`src/hw/rtl/iis_pkg.sv`:
```
// shared types and constants of the integer image scaler
package iis_pkg;

	localparam int MAX_WIDTH_DEF  = 1024;
	localparam int MAX_FACTOR_DEF = 8;
	localparam int MAX_HEIGHT     = 4096;
	localparam int HEIGHT_W       = 13;
	localparam int ROW_W          = 12;
	localparam int RGB_W          = 24;
	localparam int FACTOR_REG_W   = 4;
	localparam int WIDTH_REG_W    = 11;
	localparam int CFG_W          = 13;
	localparam int CFG_IDX_W      = 2;

	localparam logic OP_PIXEL      = 1'b0;
	localparam logic OP_TICK       = 1'b1;
	localparam logic MODE_ENLARGE  = 1'b0;
	localparam logic MODE_SHRINK   = 1'b1;

	typedef enum logic [CFG_IDX_W-1:0] {
		REG_MODE   = 2'd0,
		REG_FACTOR = 2'd1,
		REG_WIDTH  = 2'd2,
		REG_HEIGHT = 2'd3
	} reg_idx_t;

	typedef enum logic [1:0] {
		KIND_PIXEL  = 2'd0,
		KIND_PAD    = 2'd1,
		KIND_REJECT = 2'd2
	} kind_t;

	// what one accepted word turns into, apart from the pixel copy count
	typedef struct packed {
		logic             reject;
		logic             use_mem;
		logic [1:0]       n_pad;
		logic [RGB_W-1:0] rgb;
	} desc_t;

endpackage

```
`src/hw/rtl/iis_ctrl.sv`:
```
// row and column bookkeeping, line store access and the per-word result descriptor
module iis_ctrl
	import iis_pkg::*;
#(
	parameter int MAX_WIDTH  = MAX_WIDTH_DEF,
	parameter int MAX_FACTOR = MAX_FACTOR_DEF,
	localparam int CW  = (MAX_WIDTH > 1) ? $clog2(MAX_WIDTH) : 1,
	localparam int WW  = ($clog2(MAX_WIDTH + 1) > 2) ? $clog2(MAX_WIDTH + 1) : 2,
	localparam int FW  = $clog2(MAX_FACTOR + 1),
	localparam int PW  = $clog2(MAX_FACTOR)
) (
	input  logic                clk,
	input  logic                arst_n,
	input  logic                accept,
	input  logic                op,
	input  logic [RGB_W-1:0]    rgb,
	input  logic                mode,
	input  logic [FW-1:0]       f_eff,
	input  logic [WW-1:0]       w_eff,
	input  logic [HEIGHT_W-1:0] h_eff,
	input  logic [WW-1:0]       lim_w,
	input  logic [HEIGHT_W-1:0] lim_h,
	input  logic [1:0]          kept_lo,
	input  logic                adv,
	output logic                valid_s1,
	output desc_t               desc_s1,
	output logic [FW-1:0]       n_pix_s1,
	output logic                ram_we,
	output logic [CW-1:0]       ram_waddr,
	output logic [RGB_W-1:0]    ram_wdata,
	output logic                ram_re,
	output logic [CW-1:0]       ram_raddr
);

	logic [CW-1:0]    col_q, rcol_q;
	logic [ROW_W-1:0] row_q;
	logic [PW-1:0]    rleft_q, cph_q, rph_q;

	logic [CW-1:0]    col_n, rcol_n;
	logic [ROW_W-1:0] row_n;
	logic [PW-1:0]    rleft_n, cph_n, rph_n;

	logic             col_end, rep_end, row_wrap, rph_wrap, cph_wrap;
	logic             row_kept, col_kept, pending, has_res;
	logic [1:0]       pad_w;
	desc_t            desc;
	logic [FW-1:0]    n_pix;

	always_comb begin
		// pad bytes of an enlarged row equal its pixel count modulo four
		pad_w    = 2'(w_eff[1:0] * f_eff[1:0]);
		col_end  = (WW'(col_q) + WW'(1)) >= w_eff;
		rep_end  = (WW'(rcol_q) + WW'(1)) >= w_eff;
		row_wrap = (HEIGHT_W'(row_q) + HEIGHT_W'(1)) >= h_eff;
		rph_wrap = (FW'(rph_q) + FW'(1)) >= f_eff;
		cph_wrap = (FW'(cph_q) + FW'(1)) >= f_eff;
		row_kept = (rph_q == '0) && (HEIGHT_W'(row_q) < lim_h);
		col_kept = (cph_q == '0) && (WW'(col_q) < lim_w);
		pending  = rleft_q != '0;
	end

	always_comb begin
		col_n        = col_q;
		rcol_n       = rcol_q;
		row_n        = row_q;
		rleft_n      = rleft_q;
		cph_n        = cph_q;
		rph_n        = rph_q;
		has_res      = 1'b0;
		desc.reject  = 1'b0;
		desc.use_mem = 1'b0;
		desc.n_pad   = 2'd0;
		desc.rgb     = rgb;
		n_pix        = '0;
		ram_we       = 1'b0;
		ram_re       = 1'b0;
		if (accept) begin
			if (op == OP_TICK) begin
				if (pending) begin
					has_res      = 1'b1;
					desc.use_mem = 1'b1;
					n_pix        = f_eff;
					ram_re       = 1'b1;
					if (rep_end) begin
						desc.n_pad = pad_w;
						rcol_n     = '0;
						rleft_n    = rleft_q - PW'(1);
					end else begin
						rcol_n = CW'(rcol_q + 1'b1);
					end
				end
			end else if (pending) begin
				has_res     = 1'b1;
				desc.reject = 1'b1;
			end else if (mode == MODE_ENLARGE) begin
				has_res = 1'b1;
				ram_we  = 1'b1;
				n_pix   = f_eff;
				if (col_end) begin
					desc.n_pad = pad_w;
					col_n      = '0;
					cph_n      = '0;
					rleft_n    = PW'(f_eff - FW'(1));
					rcol_n     = '0;
					row_n      = row_wrap ? '0 : ROW_W'(row_q + 1'b1);
					rph_n      = rph_wrap ? '0 : PW'(rph_q + 1'b1);
				end else begin
					col_n = CW'(col_q + 1'b1);
				end
			end else begin
				n_pix = (row_kept && col_kept) ? FW'(1) : '0;
				if (col_end) begin
					// pad of a kept row rides on its last source pixel
					desc.n_pad = row_kept ? kept_lo : 2'd0;
					col_n      = '0;
					cph_n      = '0;
					row_n      = row_wrap ? '0 : ROW_W'(row_q + 1'b1);
					rph_n      = rph_wrap ? '0 : PW'(rph_q + 1'b1);
				end else begin
					col_n = CW'(col_q + 1'b1);
					cph_n = cph_wrap ? '0 : PW'(cph_q + 1'b1);
				end
				has_res = (n_pix != '0) || (desc.n_pad != 2'd0);
			end
		end
	end

	always_ff @(posedge clk or negedge arst_n) begin
		if (!arst_n) begin
			col_q    <= '0;
			rcol_q   <= '0;
			row_q    <= '0;
			rleft_q  <= '0;
			cph_q    <= '0;
			rph_q    <= '0;
			valid_s1 <= 1'b0;
		end else begin
			col_q   <= col_n;
			rcol_q  <= rcol_n;
			row_q   <= row_n;
			rleft_q <= rleft_n;
			cph_q   <= cph_n;
			rph_q   <= rph_n;
			if (accept) begin
				valid_s1 <= has_res;
			end else if (adv) begin
				valid_s1 <= 1'b0;
			end
		end
	end

	always_ff @(posedge clk) begin
		if (accept) begin
			desc_s1  <= desc;
			n_pix_s1 <= n_pix;
		end
	end

	assign ram_waddr = col_q;
	assign ram_wdata = rgb;
	assign ram_raddr = rcol_q;

endmodule

```
`config.mk`:
```
export PLATFORM = sky130hd
export DESIGN_NAME = iis_ctrl
export DESIGN_NICKNAME = d
export VERILOG_FILES = /design/src/hw/rtl/iis_pkg.sv /design/src/hw/rtl/iis_ctrl.sv
export SDC_FILE = /design/constraint.sdc
export NUM_CORES = 1
export LEC_CHECK = 0
export ABC_CLOCK_PERIOD_IN_PS = 3000
export BUFFER_PORTS_ARGS = -buffer_cell sky130_fd_sc_hd__buf_2
export CELL_PAD_IN_SITES_DETAIL_PLACEMENT = 0
export CELL_PAD_IN_SITES_GLOBAL_PLACEMENT = 1
export CORE_MARGIN = 10
export CORE_UTILIZATION = 35
export CTS_CLUSTER_SIZE = 14
export DETAILED_ROUTE_END_ITERATION = 16
export PLACE_DENSITY = 0.77
export SYNTH_ARGS = -nofsm -noshare
export SYNTH_HDL_FRONTEND = slang
export SYNTH_SLANG_ARGS = --single-unit
```
`constraint.sdc`:
```
create_clock -name clk -period 3 [get_ports clk]
set_input_delay 0.6 -clock clk [delete_from_list [all_inputs] [get_ports clk]]
set_output_delay 0.6 -clock clk [all_outputs]
set_load 0.005 [all_outputs]
```
Word-level counts from Yosys, hierarchy flattened
Index checks and enable logic that the tools add are counted.
{"block": "totals", "register_bits": 74, "out_inout_bits": 79}
{"block": "op_classes", "n_addsub": 12, "n_mul": 1, "n_lt_le_gt_ge": 7, "eq_ne": 4, "n_mux": 48, "n_bitwise": 2, "n_reduce_logical": 17}
{"op": "$mux 10", "n": 7}
{"op": "$mux 3", "n": 12}
{"op": "$add 10x1->11 const B", "n": 2}
{"op": "$ge 11x11->1", "n": 2}
{"op": "$mux 2", "n": 11}
{"op": "$add 10x1->10 const B", "n": 2}
{"op": "$mux 4", "n": 4}
{"op": "$add 12x1->13 const B", "n": 1}
{"op": "$ge 13x13->1", "n": 1}
{"op": "$lt 12x13->1", "n": 1}
{"op": "$mux 1", "n": 13}
{"op": "$add 12x1->12 const B", "n": 1}
{"op": "$mux 12", "n": 1}
{"op": "$lt 10x11->1", "n": 1}
{"op": "$add 3x1->4 const B", "n": 2}
{"op": "$ge 4x4->1", "n": 2}
{"op": "$reduce_and 4->1", "n": 2}
{"op": "$reduce_bool 2->1", "n": 4}
{"op": "$add 3x1->3 const B", "n": 2}
{"op": "$logic_not 3->1", "n": 2}
{"op": "$ne 2x2->1 const B", "n": 3}
{"op": "$reduce_and 6->1", "n": 1}
{"op": "$sub 3x1->3 const B", "n": 2}
{"op": "$reduce_and 5->1", "n": 1}
{"op": "8 further kinds", "n": 11}

Logic depth before layout (Yosys ltp)
{"block": "depth", "ltp_word": 14, "mapped_depth": 14}

Worst setup path before layout
No wires, ideal clock.
{"block": "synth_path", "path_type": "flip-flop to flip-flop", "startpoint": "register rcol_q[0], in the netlist ram_raddr[0]", "endpoint": "register rcol_q[7], in the netlist ram_raddr[7]", "t_arrival_ps": 2984, "t_required_ps": 2913, "path_slack_ps": -70, "stages_incl_launch_ff": 14, "n_path_buf": 1, "synth_period_minus_slack_ps": 3070, "cell_sequence": "dfrtp_1 > ha_1 > and3_1 > nand3_1 > or2_2 > xnor2_1 > ha_1 > a211oi_1 > nor2_1 > nor3_1 > nand3_1 > clkbuf_1 > or3_1 > o211ai_1"}
{"block": "synth_between", "elab_chain_cells": 5}
{"item": "from (decl)", "line_no": "iis_ctrl.sv:35", "source": "logic [CW-1:0] col_q, rcol_q;"}
{"item": "from (signal assigned)", "line_no": "iis_ctrl.sv:139", "source": "rcol_q <= rcol_n;"}
{"item": "$add 10x1->11", "line_no": "iis_ctrl.sv:53", "source": "rep_end = (WW'(rcol_q) + WW'(1)) >= w_eff;"}
{"item": "$ge 11x11->1", "line_no": "iis_ctrl.sv:53"}
{"item": "$mux 10 (*)", "line_no": "iis_ctrl.sv:84", "source": "if (rep_end) begin"}
{"item": "$mux 10 (*)", "line_no": "iis_ctrl.sv:79", "source": "if (pending) begin"}
{"item": "$mux 10 (*)", "line_no": "iis_ctrl.sv:78", "source": "if (op == OP_TICK) begin"}
Mark *: on every way between the ends. The rest lies on a longest branch, timed or not. The select of a mux whose other input is x is not followed.
A chain may end at the register's enable or synchronous reset.

Final worst setup path
{"block": "layout_path", "startpoint": "register rcol_q[0], in the netlist ram_raddr[0]", "endpoint": "register rleft_q[0]"}
{"block": "layout_between", "elab_chain_cells": 4}
{"item": "$add 10x1->11", "line_no": "iis_ctrl.sv:53"}
{"item": "$ge 11x11->1", "line_no": "iis_ctrl.sv:53"}
{"item": "$ne 2x2->1 (no source line)"}
{"item": "$reduce_and 6->1 (no source line)"}
{"item": "to (signal assigned)", "line_no": "iis_ctrl.sv:141", "source": "rleft_q <= rleft_n;"}
{"item": "to (decl)", "line_no": "iis_ctrl.sv:37", "source": "logic [PW-1:0] rleft_q, cph_q, rph_q;"}
Every way passes these cells.

==> summary.json <==
{
  "setup_path": {
    "ordered_list_of_cells_on_the_worst_path": "and3_4 -> nand3_1 -> or2_4 -> nor2_4 -> xnor2_2 -> inv_1 -> ha_1 -> nand4_1 -> a21oi_2 -> nor3_2 -> buf_4 -> a311oi_2 -> nand2_1 -> mux2_4",
    "critPathMaxFanout": 4,
    "setup.worst_path.start_class": "flip-flop",
    "setup.worst_path.class": "flip-flop to flip-flop",
    "endpoint_kind": "flip-flop",
    "required_ns": 3.21,
    "beginning_of_the_worst_register_to_register_path": "ram_raddr[0]$_DFFE_PN0P_",
    "rr_worst_depth": 14,
    "worst-r2r-setup-slack_ns": -0.003,
    "timing.critical_path.buf_inv": 2,
    "worst_r2r_endpoint": "rleft_q[0]$_DFFE_PN0P_",
    "critPathMaxStageDelay_ns": 0.39,
    "critical-path-slowest-cell": "dfrtp_1",
    "cell_class_contributing_the_biggest_share_of_worst_path_delay": "simple AND/OR/NAND/NOR gates",
    "endpoint_arrival_time_on_the_critical_path_ns": 3.22
  },
  "synthesis": {
    "synth.avg_cell_area_um2": 9.358,
    "synth-async-reset-ratio": 0.5676,
    "yosys_reg_bits": 74,
    "synth-main-ff-cell": "dfrtp_1",
    "syn-cell-area_um2": 5334,
    "synth_fp_nets": 728,
    "synth_seq_area_share": 0.3772,
    "synth_edf_count": 32,
    "netlist-cell-type-count": 49,
    "yosysWarnings": 0,
    "syn_inst": 570
  },
  "sta": {
    "rsz0062_at_grt": "yes",
    "hold_ws_ns": 0.4293,
    "sum_of_negative_setup_slack_ns": -0.002793,
    "max-slew-margin-rel": 0.3050,
    "layout_min_cycle_time_ns": 3.003,
    "layout_worst_path_cycle_share": 1.001,
    "max_clock_freq_ghz": 0.3330,
    "worst_pin_slew_ns": 1.042,
    "timing.final.hold_violations": 0,
    "clock_skew_ns": 0.008159,
    "final-setup-viol-count": 1,
    "setup_ws_ns": -0.002793,
    "maxSlewViolCount": 0
  },
  "outcome": {
    "failing_checks": "setup timing",
    "run_status": "finished, violations left"
  },
  "place": {
    "detailedPlacementHpwl_mm": 12.83,
    "placement.cell_area_um2": 6447,
    "place.gp.congestion": 0.9139,
    "numPortBuffers": 162,
    "place.detailed.instances": 924
  },
  "cells_and_area": {
    "mostFrequentLayoutCell": "buf_2",
    "area.growth.synth_to_final_pct": 32.77,
    "layout.nets": 915,
    "fillerInstances": 1485,
    "final_cells": 950,
    "antenna-diode-count": 0,
    "finish.instance_area_um2": 7082,
    "final_core_utilization": 0.4693,
    "top_library_cells_by_usage_in_the_layout_fill_and_taps_aside": "buf_2, inv_1, ha_1, nand2_1, buf_4",
    "layout-drive-gt1-share": 0.3530
  },
  "cts": {
    "cts_num_sinks": 74,
    "number_of_buffers_inserted_during_clock_tree_synthesis": 9,
    "max-clock-path-buffers": 2,
    "cts_htree_levels": 3,
    "clockRootBuffer": "clkbuf_16",
    "clock_insertion_delay_worst_skew_ns": 0.33,
    "clock_transition_at_the_registers_of_the_reported_paths_ns": 0.06,
    "cts_tree": "yes",
    "cts.hold.buffers_added": 0
  },
  "die": {
    "die_width_um": 143.5,
    "start_util": 0.3535,
    "floorplan.core_area_um2": 15090,
    "area_of_the_die_um2": 20580,
    "die_height_um": 143.5,
    "num_io_pins": 163,
    "total_number_of_placement_rows": 45
  },
  "drt": {
    "route.antenna.remaining_nets": 0,
    "detail_route.wl_per_cell_um": 17.09,
    "detailedRoute.firstPassIterationCount": 5,
    "final_routed_wirelength_mm": 16.24,
    "remaining_drc_errors": 0,
    "drtIter0Drc": 308,
    "post_drt_via_cell_ratio": 5.107,
    "via_count": 4852
  },
  "global_route": {
    "global_route.overflow_total": 0,
    "first_global_vias": 4926,
    "grt_max_degree": 43,
    "grt_use_total": 0.1480,
    "antenna_violations_before_repair": 0,
    "first_pass_grt_wire_length_mm": 24.65
  },
  "power": {
    "p_per_cell_area_nw_per_um2": 476.0,
    "max-vdd-ir-drop_mv": 0.2794,
    "power_leakage_uw": 0.003686
  },
  "run": {
    "drv.max_cap_violation_count": 0
  },
  "min_path": {
    "hold_class": "input port to asynchronous set/reset pin"
  }
}
power by group:
group	leakage, µW	internal, µW	switching, µW
clock network	0.000156	748	409
registers	0.000852	1180	113
logic	0.00268	439	482
total	0.00369	2370	1000
per-stage QoR:
stage | power (µW) | setup WS, ns
final | 3371 | -0.002793
after global routing | 3589 | -0.2143
after CTS | 3340 | -0.02818
after detailed placement | 2144 | -0.09039
after global placement | 2106 | 0.05450
after floorplan | 1754 | 0.01303
how the worst max path moves through the flow:
| stage | cells past startpoint | slack, ns | end | startpoint |
|---|---|---|---|---|
| after floorplan | 13 | 0.01 | ram_raddr[7]$_DFFE_PN0P_ | ram_raddr[0]$_DFFE_PN0P_ |
| after global placement | 13 | 0.05 | rleft_q[0]$_DFFE_PN0P_ | ram_raddr[0]$_DFFE_PN0P_ |
| after detailed placement | 13 | -0.09 | rleft_q[0]$_DFFE_PN0P_ | ram_raddr[1]$_DFFE_PN0P_ |
| after CTS | 13 | -0.03 | rleft_q[0]$_DFFE_PN0P_ | ram_raddr[0]$_DFFE_PN0P_ |
| after global routing | 14 | -0.21 | rleft_q[0]$_DFFE_PN0P_ | ram_raddr[0]$_DFFE_PN0P_ |
| final | 14 | -0.003 | rleft_q[0]$_DFFE_PN0P_ | ram_raddr[0]$_DFFE_PN0P_ |
state kept, by name, summed over array words and instances, names as in the netlist:
register   count
rph_q          3
row_q         12
n_pix_s1       4
ram_raddr     10
desc_s1       28
valid_s1       1
rleft_q        3
ram_waddr     10
cph_q          3
worst register-to-register path: cells and delay by family (launching register included):
family / cells / cell delay [ns]
multiplexers: 1 / 0.32
AND/OR/NAND/NOR: 7 / 1.07
flip-flops: 1 / 0.39
adder cells (fa/ha/maj): 1 / 0.30
AO/OA/AOI/OAI: 2 / 0.47
buffers and inverters: 2 / 0.21
XOR/XNOR: 1 / 0.12
final cells by class:
class / count / area (µm²) / area share
Multi-Input combinational cell: 391 / 3072 / 0.4337
Sequential cell: 74 / 2012 / 0.2841
Timing Repair Buffer: 209 / 1172 / 0.1655
Inverter: 72 / 270.3 / 0.03816
Clock buffer: 11 / 242.7 / 0.03428
Tap cell: 188 / 235.2 / 0.03322
Clock inverter: 5 / 77.57 / 0.01095
cells by family (layout without fill, tap and decap cells):
group	count (synthesis)	after routing	synth area share
buf+inv	105	297	0.09266
xor+xnor	28	28	0.04598
fa+ha+maj	74	74	0.1736
mux	5	5	0.009618
compound gates	125	125	0.1537
simple gates	159	159	0.1473
flops	74	74	0.3772
synthesized netlist by cell type, drive strengths merged, types with 5 or more instances:
master	n	area (µm²)
xnor2	17	148.9
edfxtp	32	960.9
nor2	24	90.09
o2bb2ai	12	105.1
buf	28	205.2
dfrtp	42	1051
or2	5	31.28
o21ai	40	200.2
nand2	53	198.9
o211ai	10	75.07
a21oi	24	123.9
or3	5	31.28
inv	72	270.3
a21o	15	112.6
nand3	19	95.09
nor3	5	25.02
nand2b	11	68.82
ha	74	925.9
nand4	9	56.30
and3	15	93.84
clkbuf	5	18.77
xor2	11	96.34
metal layers:
layer | vias to the layer above | global-route usage | part of all wire
met5 | - | 0 | 0
met4 | 0 | 0.05212 | 0.017
met3 | 14 | 0.03729 | 0.083
met2 | 189 | 0.2438 | 0.47
met1 | 2288 | 0.1836 | 0.43
li1 | 2361 | - | -
timing repair:
action / CTS / global route
buffers inserted: 3 / 5
gates resized for setup: 2 / 49
cloned: 0 / 2
endpoints found under the setup margin: 2 / 35
pin swaps: 1 / 23
(Power assumes the default switching activity.)
