`config.mk`:
```
export PLATFORM = sky130hd
export DESIGN_NAME = iis_div
export DESIGN_NICKNAME = d
export VERILOG_FILES = /design/src/hw/rtl/iis_div.sv
export SDC_FILE = /design/constraint.sdc
export NUM_CORES = 1
export LEC_CHECK = 0
export BUFFER_PORTS_ARGS = -buffer_cell sky130_fd_sc_hd__buf_2
export CAP_MARGIN = 15
export CORE_MARGIN = 5
export CORE_UTILIZATION = 35
export DETAILED_ROUTE_END_ITERATION = 12
export GPL_TIMING_DRIVEN = 0
export HOLD_SLACK_MARGIN = 0.06
export PLACE_DENSITY_LB_ADDON = 0.2
export SLEW_MARGIN = 20
export SYNTH_ARGS = -nofsm -noshare
export SYNTH_HDL_FRONTEND = slang
export SYNTH_SLANG_ARGS = --single-unit
```
`constraint.sdc`:
```
create_clock -name clk -period 3 [get_ports clk]
set_input_delay 0.3 -clock clk [delete_from_list [all_inputs] [get_ports clk]]
set_output_delay 0.3 -clock clk [all_outputs]
set_load 0.02 [all_outputs]
```
`src/hw/rtl/iis_div.sv`:
```
// restoring divider that splits two dividends by the scale factor, one bit a cycle
module iis_div #(
	parameter int DW = 13,
	parameter int FW = 4
) (
	input  logic          clk,
	input  logic          arst_n,
	input  logic          start,
	input  logic [FW-1:0] divisor,
	input  logic [DW-1:0] a,
	input  logic [DW-1:0] b,
	output logic          busy,
	output logic [FW-1:0] rem_a,
	output logic [FW-1:0] rem_b,
	output logic [DW-1:0] quo_a
);

	localparam int CNT_W = $clog2(DW + 1);

	logic [CNT_W-1:0] cnt_q;
	logic             busy_q;
	logic [FW-1:0]    d_q;
	logic [FW-1:0]    ra_q, rb_q;
	logic [DW-1:0]    qa_q, qb_q;
	logic [FW:0]      ta, tb;
	logic             ge_a, ge_b;
	logic [FW-1:0]    ra_n, rb_n;

	always_comb begin
		ta   = {ra_q, qa_q[DW-1]};
		tb   = {rb_q, qb_q[DW-1]};
		ge_a = ta >= {1'b0, d_q};
		ge_b = tb >= {1'b0, d_q};
		ra_n = ge_a ? FW'(ta - {1'b0, d_q}) : FW'(ta);
		rb_n = ge_b ? FW'(tb - {1'b0, d_q}) : FW'(tb);
	end

	// reset values match the reset geometry: one by one by one
	always_ff @(posedge clk or negedge arst_n) begin
		if (!arst_n) begin
			cnt_q  <= '0;
			busy_q <= 1'b0;
			d_q    <= FW'(1);
			ra_q   <= '0;
			rb_q   <= '0;
			qa_q   <= DW'(1);
			qb_q   <= DW'(1);
		end else if (start) begin
			cnt_q  <= CNT_W'(DW);
			busy_q <= 1'b1;
			d_q    <= divisor;
			ra_q   <= '0;
			rb_q   <= '0;
			qa_q   <= a;
			qb_q   <= b;
		end else if (busy_q) begin
			cnt_q <= cnt_q - CNT_W'(1);
			if (cnt_q == CNT_W'(1)) begin
				busy_q <= 1'b0;
			end
			ra_q <= ra_n;
			rb_q <= rb_n;
			qa_q <= {qa_q[DW-2:0], ge_a};
			qb_q <= {qb_q[DW-2:0], ge_b};
		end
	end

	assign busy  = busy_q;
	assign rem_a = ra_q;
	assign rem_b = rb_q;
	assign quo_a = qa_q;

endmodule

```
**Word-level counts from Yosys, hierarchy flattened**

Cells that the tools add are included.
Widths: inputs -> output; s select.

- $add $sub $neg: 3
- Magnitude comparators: 2
- Equality and inequality tests: 1
- Muxes and demuxes: 15
- Reductions and logical operators: 1

Operator list:

| operator | count |
|---|---|
| $mux 13 | 4 |
| $mux 4 | 8 |
| $ge 5x4->1 | 2 |
| $sub 4x4->4 | 2 |
| $eq 4x1->1 const B | 1 |
| $sub 4x1->4 const B | 1 |
| $mux 1 | 3 |
| $reduce_bool 2->1 | 1 |

- Bits in registers: 43
- Output and inout bits: 22
- Logic and storage cells: 29

**Logic depth before layout (Yosys ltp)**

Gate-level depths: netlist (run 1).

- Depth after elaboration: 4
- Gate-level depth with buffers: 6
- Gate-level depth less buffers: 6

**Worst setup path before layout (run 1)**

No wires, ideal clock.

- Path type: reg2reg
- From: reg rb_q[1], in the netlist rem_b[1]
- To: reg rb_q[0], in the netlist rem_b[0]
- Library setup time: 99 ps
- Arrival time: 1,519 ps
- Data required time: 2,901 ps
- Path slack: 1,382 ps
- Stages on the path, launching flop included: 6
- Path buffers: 0
- Period minus slack after synthesis: 1,618 ps
- Path through: dfrtp_1 ha_1 o21ai_1 a21oi_2 or2_4 a311oi_1

- Word-level cells in the longest chain between the ends: 4

RTL lines:

| element | RTL line | RTL |
|---|---|---|
| from (decl) | 23 | `logic [FW-1:0] ra_q, rb_q;` |
| from (signal assigned) | 62 | `rb_q <= rb_n;` |
| $ge 5x4->1 | 33 | `ge_b = tb >= {1'b0, d_q};` |
| $mux 4 | 35 | `rb_n = ge_b ? FW'(tb - {1'b0, d_q}) : FW'(tb);` |
| $mux 4 | 56 | `end else if (busy_q) begin` |
| $mux 4 | 48 | `end else if (start) begin` |

No other way between the ends. The select of a mux whose other input is x is not followed.
A chain may end at the register's enable or synchronous reset.

**Worst setup path in the final report (run 1)**

- From: reg d_q[1]
- To: reg ra_q[1], in the netlist rem_a[1]

- Word-level cells in the longest chain between the ends: 4

RTL lines:

| element | RTL line | RTL |
|---|---|---|
| from (decl) | 22 | `logic [FW-1:0] d_q;` |
| from (signal assigned) | 51 | `d_q <= divisor;` |
| $sub 4x4->4 or $ge 5x4->1 (tied branches) | 34, 32 |  |
| $mux 4 * | 34 | `ra_n = ge_a ? FW'(ta - {1'b0, d_q}) : FW'(ta);` |
| $mux 4 * | 56 |  |
| $mux 4 * | 48 |  |
| to (signal assigned) | 61 | `ra_q <= ra_n;` |
| to (decl) | 23 |  |

Every way passes the cells marked *; elsewhere a longest branch is shown, timed or not. The select of a mux whose other input is x is not followed.

==> results.ini, run 1 <==
[status]
status=finished, final reports clean

[detailed_routing]
drt-wirelength-per-cell_um=15.04
num_vias=1858
remaining_drc_errors=0
first_pass_iters=4
vias_per_cell=5.077
drt-initial-drc-count=74
wl_mm=5.506
ant_nets=0

[worst_setup_path]
worstPathRequired_ns=3.19
crit_path_top_delay_cell=dfrtp_1
start_kind=register
r2r_slack_ns=1.26
cp_cell_sequence=inv_1 > ha_1 > nand2b_1 > a21oi_2 > nor4b_1 > a311oi_1
cp.arrival_ns=1.93
critPathBufInv=1
crit_family=compound AO/OA/AOI/OAI gates
worstSetupPathType=register to register
crit_fanout=7
slowest_delay_ns=0.44
endpoint_kind=register

[sta]
setup_ws_ns=1.256
setup_tns_ns=0
fin_crit_sh_pct=58.15
slew_headroom_pct=62.58
hold_viol_final=0
grt_setup_unrepaired=false
setup_viol=0
tightest_slew_ns=0.5613
period_minus_slack_ns=1.744
final_max_slew_viol_count=0
finalClockSkew_ns=0.008506
holdWs_ns=0.2063
max_freq_mhz=573.3

[logic_synthesis]
synthCells=227
ys_types=38
synth_flop_cell=dfrtp_1
synth-edff-count=0
synthArstFlopShare_pct=100.0
synthesis.nets=272
yosysSeqAreaShare_pct=46.47
synth_seq_cells=43
synth_area_per_cell_um2=10.24
synth.cell_area_um2=2323
ys.warnings.count=0

[global_route]
grt_max_degree=44
antenna_found_initial=0
grt_pass1_wl_mm=9.418
grt_pass1_vias=1916
grt.total_usage_pct=13.64
overflow=0

[finish]
fin_area_um2=2783
drive_gt1_share_pct=28.72
final_common_cell=buf_2
antennaDiodeCount=0
mostFrequentLayoutCells=58 x buf_2, 40 x dfrtp_1, 30 x nand2_1, 28 x o21ai_0, 24 x mux2i_1
area_delta_synth_final_pct=19.76
fillers=653
stdcell_count=366
nets=333

[clock_tree]
cts_buffers=5
clkTransAtPathRegs_ns=0.09
cts.path.max_buffers=2
cts_setup_buffers=0
cts_sinks=43
clkLatencyLatePin_ns=0.30
ctsHtreeMaxLevel=2
cts_root_buffer=clkbuf_8
cts_tree=done

[die]
rows=29
initial_core_util_pct=36.38
dieArea_um2=8368
coreArea_um2=6386
io_pins=55
die_w_um=91.48
die_h_um=91.48

[power_and_ir_drop]
peakVddDrop_mv=0.4723
p_per_area_nw_per_um2=684.0
p_leak_nw=1.430

[placed_design]
port_buffers=53
gp_congestion=0.8526
dp_hpwl_mm=4.033
dp_slack_ns=1.296
dpl-instance-area_um2=2685
placedCellCount=357

[worst_hold_path]
holdCritPathClass=input pin to register

[job]
maxCapViolCount=0

synth_stat cells (all sizes together), types with 2 or more instances:
master / count / area share [%]
dfrtp: 40 / 43
nand2: 32 / 5.4
o21ai: 30 / 6.6
mux2i: 24 / 10
nor2: 11 / 2.2
ha: 10 / 5.4
inv: 9 / 1.5
buf: 8 / 1.9
nand2b: 7 / 1.9
clkbuf: 6 / 0.97
nor4b: 6 / 2.3
o21bai: 6 / 1.9
a21oi: 5 / 1.4
a311oi: 5 / 1.9
o32ai: 4 / 1.5
dfstp: 3 / 3.4
fa: 2 / 1.7
nand4: 2 / 0.81
nor3b: 2 / 0.65
o31ai: 2 / 0.65
or2: 2 / 0.65
xnor2: 2 / 0.75
xor2: 2 / 0.75
tightest hold or removal path, delay by kind of cell:
family | cells | cell delay [ns]
buffers and inverters | 1 | 0.07
AOI/OAI and AO/OA | 1 | 0.05
and+or+nand+nor | 1 | 0.04
worst paths after layout:
| check | end | cells past startpoint | start |
|---|---|---|---|
| min | quo_a[7] | 3 | a[7] |
| max | rem_a[1] | 6 | d_q[1] |
| max in group asynchronous | quo_a[0] | 2 | arst_n |
| min reg2reg | cnt_q[3] | 2 | cnt_q[3] |
| min in group asynchronous | rem_b[1] | 2 | arst_n |
| max reg2reg | rem_a[1] | 6 | d_q[1] |
flip-flops by register name, indices dropped and copies added (netlist names):
| signal | flops |
|---|---|
| busy | 1 |
| rem_a | 4 |
| d_q | 4 |
| quo_a | 13 |
| qb_q | 13 |
| cnt_q | 4 |
| rem_b | 4 |
timing repair:
item	4_1_cts	5_1_grt
hold buffers	0	1
gates resized for setup	0	0
endpoints found under the hold margin	0	40
routing by layer:
metal	track usage, %	share of wire [%]	routed length, um	vias to the layer above
met3	4.380	6.2	344	8
met4	3.301	1.0	55	0
met1	18.09	47	2579	879
met2	21.60	46	2526	48
met5	0	0	0	-
li1	-	-	-	923
cells by family after synthesis:
| group | count (synthesis) | synth area share (%) |
|---|---|---|
| AOI/OAI and AO/OA | 55 | 15.02 |
| and+or+nand+nor | 65 | 14.70 |
| DFF | 43 | 46.47 |
| buffers and inverters | 23 | 4.362 |
| adders and majority gates | 12 | 7.108 |
| muxes | 25 | 10.82 |
| xor gates and xnor gates | 4 | 1.508 |
power by group:
group          internal, mW  switching, mW  total [mW]
registers             0.691         0.0949       0.786
clock network         0.163          0.208       0.371
logic                 0.308          0.439       0.747
layout make-up:
cell class / instances / area [um2] / area share [%]
multi-input combinational: 161 / 1142 / 41.05
sequential: 43 / 1080 / 38.80
timing repair buffer: 54 / 277.8 / 9.982
tap: 77 / 96.34 / 3.462
clock buffer: 6 / 72.57 / 2.608
buffer: 14 / 67.56 / 2.428
inverter: 9 / 33.78 / 1.214
clock inverter: 2 / 12.51 / 0.4496
per-stage QoR:
step	utilization [%]	power, mW
after floorplan	-	1.322
after global placement	42.05	1.533
after detailed placement	42.05	1.543
after CTS	43.38	1.917
after global routing	43.57	2.037
final	43.57	1.903
(Power assumes the default switching activity.)
==> run 2, diff against run 1 <==
ABC_AREA = 1   (was unset)
clock period = 1.75 ns   (was 3 ns; I/O delays follow)
==> run 2 against run 1 <==
Net effect:
- via count decreased by 1.3%
- critical endpoint is now rem_a[2]
- combinational power rose by 93%
- sequential share of layout area fell by 0.50 points
- design area grew 1.3%
- register-to-register slack worse by 1.1 ns
- first-iteration DRC count is 41% lower
- synthesized cell count grew 10%
- maximum frequency grew 12%
- non-clock buffer count decreased by 4
- sequential power rose by 74%
- critical path depth increased by 3
- power increased by 96%
==> results.ini, run 2 <==
[status]
status=finished, final reports clean

[detailed_routing]
drt-wirelength-per-cell_um=13.83
remaining_drc_errors=0
wl_mm=5.393
drt-initial-drc-count=44
ant_nets=0
vias_per_cell=4.703
num_vias=1834
first_pass_iters=4

[sta]
finalClockSkew_ns=0.007304
setup_viol=0
period_minus_slack_ns=1.558
grt_setup_unrepaired=false
setup_tns_ns=0
hold_viol_final=0
tightest_slew_ns=0.5584
holdWs_ns=0.07506
fin_crit_sh_pct=89.01
final_max_slew_viol_count=0
slew_headroom_pct=62.77
setup_ws_ns=0.1922
max_freq_mhz=641.9

[finish]
drive_gt1_share_pct=30.99
fillers=658
multiInputGateArea_um2=1023
nets=357
utilization_pct=44.14
mostFrequentLayoutCells=81 x nand2_1, 56 x buf_2, 40 x dfrtp_1, 28 x inv_1, 18 x nand3_1
fin_area_um2=2819
stdcell_count=390
regArea_um2=1080
antennaDiodeCount=0
area_delta_synth_final_pct=22.38
final_common_cell=nand2_1

[logic_synthesis]
synthArstFlopShare_pct=100.0
synth_common_cells=81 x nand2_1, 40 x dfrtp_1, 28 x inv_1
ys_types=33
synthTopCellsByArea=dfrtp_1 43%, nand2_1 13%, ha_1 5.4%
synth_seq_cells=43
synth_top_cell_area_share_pct=43.45
synth_area_per_cell_um2=9.214
synthesis.nets=295
ys.warnings.count=0
yosysSeqAreaShare_pct=46.88
synth.cell_area_um2=2303
synth-edff-count=0
synthCells=250
synth.most_common_cell=nand2_1
synth_flop_cell=dfrtp_1
synth_top_cell_by_area=dfrtp_1

[worst_hold_path]
hp-start=b[5]
whs_endpoint=qb_q[5]
holdPathStages=3
holdCritPathClass=input pin to register

[clock_tree]
cts_tree=done
cts_buffers=5
cts_root_buffer=clkbuf_8
cts_resized=0
cts_sinks=43
cts.path.max_buffers=2
clkLatencyLatePin_ns=0.30
ctsHtreeMaxLevel=2
clkTransAtPathRegs_ns=0.09

[worst_setup_path]
r2r_slack_ns=0.19
r2r-start=rem_a[1]
crit_family=simple AND/OR/NAND/NOR gates
crit_fanout=4
start_kind=register
endpoint_kind=register
slowest_delay_ns=0.43
cp.arrival_ns=1.76
cp_cell_sequence=ha_1 > a21oi_1 > nand2_1 > nand2_2 > nand2_4 > nand2_2 > nand2_1 > nand2_1 > nand2_1
worstPathRequired_ns=1.95
reg2reg_to=rem_a[2]
path_common_cell=nand2_1
crit_path_top_delay_cell=dfrtp_1
critPathBufInv=0
worstSetupPathType=register to register
rr_worst_depth=9

[global_route]
overflow=0
grt_pass1_wl_mm=9.190
grt.total_usage_pct=13.61
antenna_found_initial=0
grt_pass1_vias=1918
grt_max_degree=44

[die]
initial_core_util_pct=36.07
dieArea_um2=8304
coreArea_um2=6386
io_pins=55
rows=29
die_w_um=91.13
die_h_um=91.13

[placed_design]
dp_hpwl_mm=3.941
port_buffers=54
placedCellCount=381
gp_congestion=0.8206
dp_slack_ns=0.2219
dpl-instance-area_um2=2670

[power_and_ir_drop]
p_per_area_nw_per_um2=1326
clkPwrFrac_pct=24.9
pwr-share-comb_pct=38.4
power_frac_seq_pct=36.7
peakVddDrop_mv=0.5632
internal_power_mw=2.345
switchingPower_mw=1.393
swShare_pct=37.26
p_leak_nw=1.446
total_power_mw=3.738

[job]
maxCapViolCount=0

run 2: cell types whose count changed in the layout (fill, tap and decap cells not counted), moves of 7 or more:
| cell | before | now |
|---|---|---|
| nand2_1 | 30 | 81 |
| mux2i_1 | 24 | 0 |
| o21ai_0 | 28 | 5 |
| inv_1 | 9 | 28 |
| nand3_1 | 0 | 18 |
| clkbuf_1 | 7 | 0 |
| nand2b_1 | 7 | 0 |
| o221ai_1 | 0 | 7 |
run 2: metal layers:
layer / vias up / global-route usage [%] / share of wire (%)
met5: - / 0 / 0
met4: 0 / 3.301 / 0.96
met3: 6 / 4.793 / 6.9
met2: 48 / 20.79 / 43
met1: 834 / 18.52 / 49
li1: 946 / - / -
run 2: layout make-up:
class,count,share of cell area (%)
Buffer,9,2.929
Clock buffer,5,2.441
Clock inverter,3,2.397
Inverter,30,4.172
Multi-Input combinational cell,168,36.31
Sequential cell,43,38.30
Tap cell,77,3.418
Timing Repair Buffer,55,10.03
run 2: tightest hold or removal path, delay by kind of cell:
family	cells	cell delay (ns)
simple gates	1	0.05
buf+inv	1	0.07
compound gates	1	0.05
run 2: how the worst max path moves through the flow:
stage	start	cells after the start	endpoint	slack [ns]
2_1_floorplan	quo_a[12]	8	rem_a[2]	0.20
6_report	rem_a[1]	9	rem_a[2]	0.19
4_1_cts	rem_a[1]	9	rem_a[2]	0.21
3_3_place_gp	rem_a[1]	9	rem_a[2]	0.21
5_1_grt	rem_a[1]	9	rem_a[2]	0.08
3_5_place_dp	rem_a[1]	9	rem_a[2]	0.22
run 2: kinds of logic after synthesis:
| kind of cell | count (synthesis) | share of synthesized area [%] |
|---|---|---|
| AND/OR/NAND/NOR | 116 | 22.43 |
| buffers and inverters | 39 | 8.690 |
| AO/OA/AOI/OAI | 38 | 14.07 |
| flip-flops | 43 | 46.88 |
| adder cells (fa/ha/maj) | 12 | 7.170 |
| XOR/XNOR | 2 | 0.7606 |
run 2: what timing repair did:
item,CTS,global route
buffers inserted,0,0
hold endpoints to repair,0,40
hold buffers,0,1
run 2: power by group through the flow:
stage | clock (mW) | sequential (mW) | combinational [mW]
after global routing | 0.982 | 1.40 | 1.65
after detailed placement | 0 | 1.39 | 1.45
final | 0.931 | 1.37 | 1.44
after global placement | 0 | 1.39 | 1.44
after CTS | 0.963 | 1.37 | 1.45
after floorplan | 0 | 1.51 | 0.949
==> run 3, diff against run 2 <==
REMOVE_ABC_BUFFERS = 1   (was unset)
==> run 3 against run 2 <==
Net effect:
- clock power is 32% lower
- via count is 0.38% higher
- core utilization is 2.0 points lower
- maximum frequency is 0.20% higher
- combinational power hardly changed
- non-clock buffer count is 9 lower
- die area stayed put
- critical path depth stayed put
- sequential power hardly changed
- routed wire length is 4.6% lower
- global-route usage is 0.74 points lower
==> results.ini, run 3 (synthesis results as in run 2) <==
[status]
status=finished, final reports clean

[detailed_routing]
drt-wirelength-per-cell_um=13.47
first_pass_iters=4
ant_nets=0
vias_per_cell=4.819
wl_mm=5.144
remaining_drc_errors=0
drt-initial-drc-count=75
num_vias=1841

[die]
rows=29
dieArea_um2=8304
initial_core_util_pct=36.07
io_pins=55
coreArea_um2=6386
die_h_um=91.13
die_w_um=91.13

[clock_tree]
cts_tree=done
clkLatencyLatePin_ns=0.29
cts_root_buffer=clkbuf_8
cts_resized=0
cts_sinks=43
ctsHtreeMaxLevel=2
clkTransAtPathRegs_ns=0.09
cts_buffers=5
cts.path.max_buffers=2
cts_setup_buffers=0

[sta]
final_max_slew_viol_count=0
setup_tns_ns=0
grt_setup_unrepaired=false
tightest_slew_ns=0.7288
setup_viol=0
max_freq_mhz=643.2
fin_crit_sh_pct=88.84
slew_headroom_pct=51.41
finalClockSkew_ns=0.008595
hold_viol_final=0
period_minus_slack_ns=1.555

[global_route]
grt.total_usage_pct=12.87
overflow=0
grt_max_degree=44
grt_pass1_wl_mm=8.825
antenna_found_initial=0
grt_pass1_vias=1834

[worst_hold_path]
holdPathStages=3
whs_endpoint=d_q[0]
hp-start=divisor[0]
holdCritPathClass=input pin to register

[placed_design]
placedCellCount=372
gp_congestion=0.7588
dpl-instance-area_um2=2587
port_buffers=54
dp_hpwl_mm=3.565

[worst_setup_path]
cp_cell_sequence=ha_1 > a21oi_1 > nand2_1 > nand2_2 > nand2_4 > nand2_2 > nand2_1 > nand2_1 > nand2_1
critPathBufInv=0
path_common_cell=nand2_1
crit_path_top_delay_cell=dfrtp_1
crit_fanout=4
worstPathRequired_ns=1.94
cp.depth=9
rr_worst_depth=9
r2r_slack_ns=0.20
reg2reg_to=rem_a[2]
worstSetupPathType=register to register
r2r-start=rem_a[1]
slowest_delay_ns=0.42
start_kind=register
endpoint_kind=register
crit_family=simple AND/OR/NAND/NOR gates
cp.arrival_ns=1.75

[finish]
stdcell_count=382
nets=349
antennaDiodeCount=0
fin_area_um2=2691
final_common_cell=nand2_1
drive_gt1_share_pct=28.85
area_delta_synth_final_pct=16.84
mostFrequentLayoutCells=81 x nand2_1, 53 x buf_2, 40 x dfrtp_1, 28 x inv_1, 18 x nand3_1

[job]
maxCapViolCount=0

[power_and_ir_drop]
p_per_area_nw_per_um2=1269
peakVddDrop_mv=0.6347
p_leak_nw=1.375
total_power_mw=3.416

run 3: cell count changes in the layout (fill, tap and decap cells not counted):
cell,before,now
clkinv_2,0,1
nor2_2,1,2
bufinv_16,2,0
buf_6,6,0
buf_2,56,53
clkbuf_1,0,1
run 3: per-layer routing:
metal,global-route usage (%),vias up,part of all wire [%]
li1,-,933,-
met5,0,-,0
met3,4.711,5,7.8
met1,17.73,844,47
met4,2.567,0,0.82
met2,19.53,59,44
run 3: final cells by class:
class	count	area, um2
tap	77	96.34
inverter	30	117.6
clock buffer	6	72.57
multi-input combinational	169	1030
fill	676	3695
timing repair buffer	55	282.8
clock inverter	2	12.51
sequential	43	1080
run 3: worst max-delay path by stage:
stage / to / slack, ns / start
final: rem_a[2] / 0.20 / rem_a[1]
after global placement: quo_a[7] / -0.06 / start
after detailed placement: quo_a[7] / -0.06 / start
after global routing: rem_a[2] / 0.04 / rem_a[1]
after CTS: quo_a[5] / 0.11 / busy
after floorplan: rem_a[2] / 0.20 / quo_a[12]
run 3: per-stage QoR:
stage          utilization, %  setup WS [ns]  hold WS [ns]
6_report                42.14         0.1953       0.07214
5_1_grt                 42.14        0.04394       0.08027
3_3_place_gp            40.52       -0.05735        0.3852
4_1_cts                 41.85         0.1127       0.06992
2_1_floorplan               -         0.1971       -0.1206
3_5_place_dp            40.52       -0.06473        0.3870
run 3: power by group:
group,switching [mW],total [mW],internal [mW],leakage (nW)
sequential,0.154,1.37,1.21,0.517
combinational,0.866,1.42,0.551,0.817
clock,0.351,0.630,0.279,0.0412
total,1.37,3.42,2.04,1.37
run 3: timing repair:
item / CTS / global route
hold buffers: 0 / 1
hold endpoints to repair: 0 / 40
setup endpoints to repair: 0 / 1
run 3: worst register-to-register path: cells and delay by family (launching register included):
kind	cells	cell delay, ns
simple gates	7	0.50
fa+ha+maj	1	0.37
flops	1	0.42
compound gates	1	0.16
